--- src/rtl/core/lifp_pkg.sv ---
`default_nettype none
package lifp_pkg;

  localparam int unsigned IDX_W       = 10;
  localparam int unsigned V_W         = 16;
  localparam int unsigned G_W         = 16;
  localparam int unsigned DRV_W       = 16;
  localparam int unsigned SUM_W       = 26;
  localparam int unsigned PADDR_W     = 5;
  localparam int unsigned PDATA_W     = 32;
  localparam int unsigned IN_DATA_W   = 80;
  localparam int unsigned OUT_DATA_W  = 56;

  localparam int unsigned NEURONS_DEF   = 1024;
  localparam int unsigned TAB_DEPTH_DEF = 256;

  localparam logic signed [V_W-1:0] V_INIT  = -16'sd14080;
  localparam logic signed [V_W-1:0] VI_Q    = -16'sd17920;
  localparam logic [SUM_W-1:0]      SUM_MAX = '1;

  localparam logic signed [15:0] THRESH_RST = -16'sd12800;
  localparam logic signed [15:0] RESET_V_RST = -16'sd14080;
  localparam logic [15:0]        LEAK_RST   = 16'd131;
  localparam logic [15:0]        DECAY_RST  = 16'd262;

  typedef enum logic [2:0] {
    REG_THRESH,
    REG_RESET_V,
    REG_LEAK,
    REG_DECAY,
    REG_BG_GAIN,
    REG_REC_GAIN,
    REG_NMDA_GAIN,
    REG_GABA_GAIN
  } reg_idx_t;

  typedef struct packed {
    logic signed [15:0] spike_threshold;
    logic signed [15:0] reset_voltage;
    logic [15:0]        leak_rate;
    logic [15:0]        gaba_decay;
    logic [15:0]        bg_ampa_gain;
    logic [15:0]        rec_ampa_gain;
    logic [15:0]        nmda_gain;
    logic [15:0]        gaba_gain;
  } cfg_t;

  typedef struct packed {
    logic             en;
    logic [IDX_W-1:0] idx;
    logic [V_W-1:0]   v;
    logic [G_W-1:0]   g;
  } wb_t;

  // restoring long division, used only while building constant tables
  function automatic logic [63:0] udiv(input logic [63:0] n, input logic [63:0] d);
    logic [64:0] rem;
    logic [63:0] q;
    rem = '0;
    q   = '0;
    for (int i = 63; i >= 0; i--) begin
      rem = {rem[63:0], n[i]};
      if (rem >= {1'b0, d}) begin
        rem  = rem - {1'b0, d};
        q[i] = 1'b1;
      end
    end
    return q;
  endfunction

  // lower-edge voltage of table entry i
  function automatic longint tab_ve(input int unsigned i, input int unsigned depth);
    logic [63:0] q;
    q = udiv(64'(i) * 64'd65536, 64'(depth));
    return longint'(q) - 64'sd32768;
  endfunction

  // magnesium block 1/(1 + exp(K*v)/3.57), Q0.16
  function automatic logic [15:0] block_at(input longint ve);
    longint      z;
    longint      nn;
    longint      nneg;
    logic [63:0] f;
    logic [63:0] p;
    logic [63:0] m;
    logic [63:0] d;
    logic [63:0] b;
    z    = (-ve * 64'sd5862) >>> 8;
    nn   = z >>> 16;
    nneg = -nn;
    f    = {48'b0, z[15:0]};
    p    = (f * 64'd5143) >> 16;
    p    = (f * (64'd14812 + p)) >> 16;
    p    = (f * (64'd45580 + p)) >> 16;
    p    = p + 64'd65536;
    if (nn >= 0) begin
      m = ((p << nn[4:0]) * 64'd18358) >> 16;
    end else begin
      m = ((p * 64'd18358) >> 16) >> nneg[5:0];
    end
    d = 64'd65536 + m;
    b = udiv((64'd1 << 32) + (d >> 1), d);
    return (b > 64'd65535) ? 16'hFFFF : b[15:0];
  endfunction

endpackage
`default_nettype wire

--- src/rtl/core/lifp_cfg.sv ---
`default_nettype none
module lifp_cfg (
  input  wire logic                          clk,
  input  wire logic                          rst_n,
  input  wire logic                          psel,
  input  wire logic                          penable,
  input  wire logic                          pwrite,
  input  wire logic [lifp_pkg::PADDR_W-1:0]  paddr,
  input  wire logic [lifp_pkg::PDATA_W-1:0]  pwdata,
  output logic      [lifp_pkg::PDATA_W-1:0]  prdata,
  output lifp_pkg::cfg_t                     cfg
);

  lifp_pkg::cfg_t   cfg_r;
  lifp_pkg::reg_idx_t sel;
  logic [15:0]      rd_val;
  logic             wr;

  assign sel = lifp_pkg::reg_idx_t'(paddr[4:2]);
  assign wr  = psel & penable & pwrite;

  always_ff @(posedge clk) begin
    if (!rst_n) begin
      cfg_r.spike_threshold <= lifp_pkg::THRESH_RST;
      cfg_r.reset_voltage   <= lifp_pkg::RESET_V_RST;
      cfg_r.leak_rate       <= lifp_pkg::LEAK_RST;
      cfg_r.gaba_decay      <= lifp_pkg::DECAY_RST;
      cfg_r.bg_ampa_gain    <= '0;
      cfg_r.rec_ampa_gain   <= '0;
      cfg_r.nmda_gain       <= '0;
      cfg_r.gaba_gain       <= '0;
    end else if (wr) begin
      case (sel)
        lifp_pkg::REG_THRESH:    cfg_r.spike_threshold <= pwdata[15:0];
        lifp_pkg::REG_RESET_V:   cfg_r.reset_voltage   <= pwdata[15:0];
        lifp_pkg::REG_LEAK:      cfg_r.leak_rate       <= pwdata[15:0];
        lifp_pkg::REG_DECAY:     cfg_r.gaba_decay      <= pwdata[15:0];
        lifp_pkg::REG_BG_GAIN:   cfg_r.bg_ampa_gain    <= pwdata[15:0];
        lifp_pkg::REG_REC_GAIN:  cfg_r.rec_ampa_gain   <= pwdata[15:0];
        lifp_pkg::REG_NMDA_GAIN: cfg_r.nmda_gain       <= pwdata[15:0];
        lifp_pkg::REG_GABA_GAIN: cfg_r.gaba_gain       <= pwdata[15:0];
        default: ;
      endcase
    end
  end

  always_comb begin
    case (sel)
      lifp_pkg::REG_THRESH:    rd_val = cfg_r.spike_threshold;
      lifp_pkg::REG_RESET_V:   rd_val = cfg_r.reset_voltage;
      lifp_pkg::REG_LEAK:      rd_val = cfg_r.leak_rate;
      lifp_pkg::REG_DECAY:     rd_val = cfg_r.gaba_decay;
      lifp_pkg::REG_BG_GAIN:   rd_val = cfg_r.bg_ampa_gain;
      lifp_pkg::REG_REC_GAIN:  rd_val = cfg_r.rec_ampa_gain;
      lifp_pkg::REG_NMDA_GAIN: rd_val = cfg_r.nmda_gain;
      lifp_pkg::REG_GABA_GAIN: rd_val = cfg_r.gaba_gain;
      default:                 rd_val = '0;
    endcase
  end

  assign prdata = {16'b0, rd_val};
  assign cfg    = cfg_r;

endmodule
`default_nettype wire

--- config.mk ---
export PLATFORM = sky130hd
export DESIGN_NAME = lifp_cfg
export DESIGN_NICKNAME = d
export VERILOG_FILES = /design/src/rtl/core/lifp_pkg.sv /design/src/rtl/core/lifp_cfg.sv
export SDC_FILE = /design/constraint.sdc
export NUM_CORES = 1
export LEC_CHECK = 0
export ABC_AREA = 1
export BUFFER_PORTS_ARGS = -buffer_cell sky130_fd_sc_hd__buf_2
export CAP_MARGIN = 20
export CORE_ASPECT_RATIO = 1.25
export CORE_UTILIZATION = 51
export CTS_CLUSTER_SIZE = 28
export DETAILED_ROUTE_END_ITERATION = 7
export PLACE_DENSITY = 0.92
export SYNTH_ARGS = -nofsm -noshare
export SYNTH_HDL_FRONTEND = slang
export SYNTH_SLANG_ARGS = --single-unit
--- constraint.sdc ---
create_clock -name clk -period 1.5 [get_ports clk]
set_input_delay 0.075 -clock clk [delete_from_list [all_inputs] [get_ports clk]]
set_output_delay 0.075 -clock clk [all_outputs]
set_load 0.01 [all_outputs]
======== Word level (Yosys, flattened, before mapping) ========
Index checks and enable logic that the tools add are counted.
storage, ports and cells
  register bits after elaboration ......... 128
operators by class
  reduce and logical (&&, ||, !) cells .... 9
  bitwise gates (word level) .............. 2
  multiplexer cells ....................... 1
  eq/ne operators ......................... 7
operators by type and width
  operator            number
  $pmux 16 s8         1
  $reduce_and 2->1    8
  $eq 3x3->1 const B  4
  $eq 3x2->1 const B  2
  $eq 3x1->1 const B  1
  $logic_not 3->1     1
  $and 1x1->1         2

======== Longest topological paths before layout ========
  depth after elaboration ................. 3
  mapped depth ............................ 8
  gate-level depth less buffers ........... 6

======== Worst setup path before layout ========
No wires, ideal clock.
  path type ............................... input -> register
  start point ............................. input paddr[4] (netlist bit)
  end point ............................... register cfg_r (netlist bit cfg[100])
  stages on the path ...................... 8
  buffers on the path ..................... 2
  setup slack ............................. 0.358 ns
  data required time ...................... 1.384 ns
  arrival ................................. 1.026 ns
  library setup time ...................... 0.116 ns
  cells stage by stage .................... buf_4 inv_2 nand3_1 nor2_4 inv_2 buf_2 nor2_1 nor2_1
between the ends
  word-level cells in the longest chain between the ends .. 2
RTL lines
  what                               RTL line        text
  start: declaration                 lifp_cfg.sv:8   input wire logic [lifp_pkg::PADDR_W-1:0] paddr,
  $eq 3x1->1                         lifp_cfg.sv:33  case (sel)
  $reduce_and 2->1 (no source line)  --
  end: declaration                   lifp_cfg.sv:14  lifp_pkg::cfg_t cfg_r;
No other way between the ends.
A chain may end at the register's enable or synchronous reset.

======== Worst setup path in the final report ========
  start point ............................. register cfg_r (netlist bit cfg[87])
  end point ............................... output prdata[7] (netlist bit)
between the ends
  word-level cells in the longest chain between the ends .. 1
RTL lines
  what              RTL line        text
  $pmux 16 s8       lifp_cfg.sv:48  case (sel)
  end: declaration  lifp_cfg.sv:10  output logic [lifp_pkg::PDATA_W-1:0] prdata,
No other way between the ends.

==> summary.txt <==
Timing
  – RSZ-0062 raised after global routing: no
  – Setup tns final: 0 ns
  – Setup ws final: 0.0431 ns
  – Post-layout minimum cycle time: 1.46 ns
  – Fin. Hold Viols: 0
  – Final setup fails: 0
  – Pins Over Slew Limit: 0
  – F_max: 0.686 GHz
  – Fin Hold WS: 0.0289 ns
  – Clk_skew: 0 ns
  – Fin crit share: 97.1%

Synthesis
  – Synth cell count leaders: nor2_1, dfxtp_1, nand2_1, o21ai_0, nand4_1
  – Number of synthesized register bits: 128
  – Asr flop ratio synth: 0%
  – Cell variety after synth: 24
  – Mapped Avg Cell Area: 6.92 µm²
  – Top_reg_cell synth: dfxtp_1
  – Area leader, netlist: dfxtp_1
  – Syn Std Cell Area: 6080 µm²
  – Top cell type's share of synthesized area: 42.2%
  – Warnings, synthesis: 0
  – EDFF count, synth: 0
  – Top cells by area, synth: dfxtp_1, nor2_1, o21ai_0, nand2_1, nand4_1
  – Sequential element share of the synthesized area: 42.2%
  – Most numerous cell in the Yosys netlist: nor2_1
  – Syn Inst Count: 878

Cells and area
  – Core Util, Final: 64.9%
  – Area Overhead vs Synth: 24.0%
  – Largest register FFs: 128
  – Fin area: 7540 µm²
  – Layout net count: 1,062
  – N_diodes: 0
  – Share of cells above drive strength 1: 25.2%

Route
  – Vias per inst: 5.74
  – Via count: 6,850
  – DRC Markers: 0
  – WL/cell: 16.8 µm
  – DR pass1 iterations: 8
  – Iter 0 DRT Violations: 801
  – Final ANT Viol Nets: 0
  – Drt total wl: 20,100 µm

Global route
  – Total GRT Usage: 32.5%
  – Initial antenna violation count: 0
  – First-pass GRT wire length: 31,100 µm
  – Largest net degree at the start of global routing: 129
  – Vias in the first global route: 6,247
  – GRT Residual Overflow: 0

Critical path
  – Max stage delay on crit path: 0.35 ns
  – Startpoint Class: flop
  – WS Path Type: reg -> out
  – Worst path cell trace: nand4_1 -> nand2_1 -> nor2_1 -> nand3_1 -> buf_2
  – WP data required: 1.42 ns
  – Critical Path End Type: primary output
  – Reg2reg setup slack: 0.69 ns
  – Worst-path fanout max: 3
  – Critical-path top delay cell: dfxtp_1
  – CP arrival: 1.38 ns

Clock network
  – Setup bufs post-CTS: 0
  – Num CTS Buffers: 17
  – H-Tree Depth: 4
  – Clock Sinks: 128
  – Reg clk slew, reported paths: 0.06 ns
  – Clk root buf: clkbuf_16
  – Worst-Skew Late Latency: 0.41 ns
  – CTS Hold Bufs: 0
  – Post_cts resized: 0
  – Clock buffer depth: 2
  – CTS tree: done

Die
  – Die Ht: 124 µm
  – CORE AREA: 11,600 µm²
  – Die area: 12,400 µm²
  – Ports: 202
  – Rows: 44
  – Die span in x: 99.6 µm
  – Initial Util: 52.3%

Power and ir drop
  – Lkg Pwr: 3.76 nW
  – Pwr dens: 1060 nW/µm²
  – Worst VDD drop: 763 µV

Place
  – HPWL after detailed placement: 13,600 µm
  – Area post-placement: 7000 µm²
  – GPL Wtd Cong: 0.899
  – Port Buf Inserts: 167
  – DP Worst Slack: 0.0363 ns

Hold path
  – Hold Crit Class: in -> reg

Flow run
  – Number of max-cap violations: 0

Outcome
  – Status: completed
[report_power, final]
group	switching [mW]	internal, mW	total, mW
Clock	1.54	2.28	3.82
Combinational	0.476	0.194	0.670
Sequential	0.0382	3.45	3.48
Total	2.05	5.92	7.97
[routing by layer]
metal	GRT usage, %	share of wire, %	up-vias	wire (µm)
li1	-	-	3168	-
met1	38.7	37	3015	7450
met2	51.6	46	560	9260
met3	8.53	12	107	2310
met4	22.2	5.3	0	1070
met5	0	0	-	0
[cells in the final DEF, fill, tap and decap left out]
master      count
nand3_2         3
clkbuf_16      17
nand2_1       110
o21ai_0       107
dfxtp_1       128
buf_2         167
conb_1         16
nand3_4         1
inv_1          17
nand2_4         2
nand3_1        49
clkbuf_1        1
nor3_1         48
nand4_1        65
clkinv_2        8
buf_4          33
nor2_2          2
nand2_2         1
inv_2           7
bufinv_16       1
buf_12          4
clkbuf_8        1
clkinvlp_4      5
nor2_4          6
nor2_1        225
o21ai_1         6
nor2_8          2
[path summary, 6_finish.rpt]
| path | cells past startpoint | startpoint | end |
|---|---|---|---|
| worst max-delay path | 5 | cfg[87]$_SDFFE_PN1P_ | prdata[7] |
| worst min-delay path | 3 | pwdata[9] | cfg[121]$_SDFFE_PN1P_ |
| worst min register to register | 2 | cfg[104]$_SDFFE_PN1P_ | cfg[104]$_SDFFE_PN1P_ |
| worst max register to register | 2 | cfg[63]$_SDFFE_PN0P_ | cfg[63]$_SDFFE_PN0P_ |
[critical path, delay by kind of cell (launching register included)]
family,cells,cell delay (ns)
and+or+nand+nor,4,0.45
DFF,1,0.35
buffers and inverters,1,0.17
[cells by family after synthesis]
group | after synthesis | synth area share (%)
AO/OA/AOI/OAI | 113 | 9.30
buffers and inverters | 122 | 10.0
flip-flops | 128 | 42.2
other | 1 | 0.0617
AND/OR/NAND/NOR | 514 | 38.5
[final cells by class]
class	instances	area (µm²)
clock buffers	19	443
flip-flops and latches	128	2560
fillers	950	4080
inverters	26	103
repair buffers	204	1160
well taps	161	201
clock inverters	12	95.1
multi-input cells	643	2970
[metrics by stage]
step                power [mW]  instances
global route              8.15       1193
CTS                       7.92       1193
finish                    7.97       1193
global placement          4.19       1162
detailed placement        4.20       1162
floorplan                 3.98        893
No activity file was read; power rests on OpenSTA's default activity.
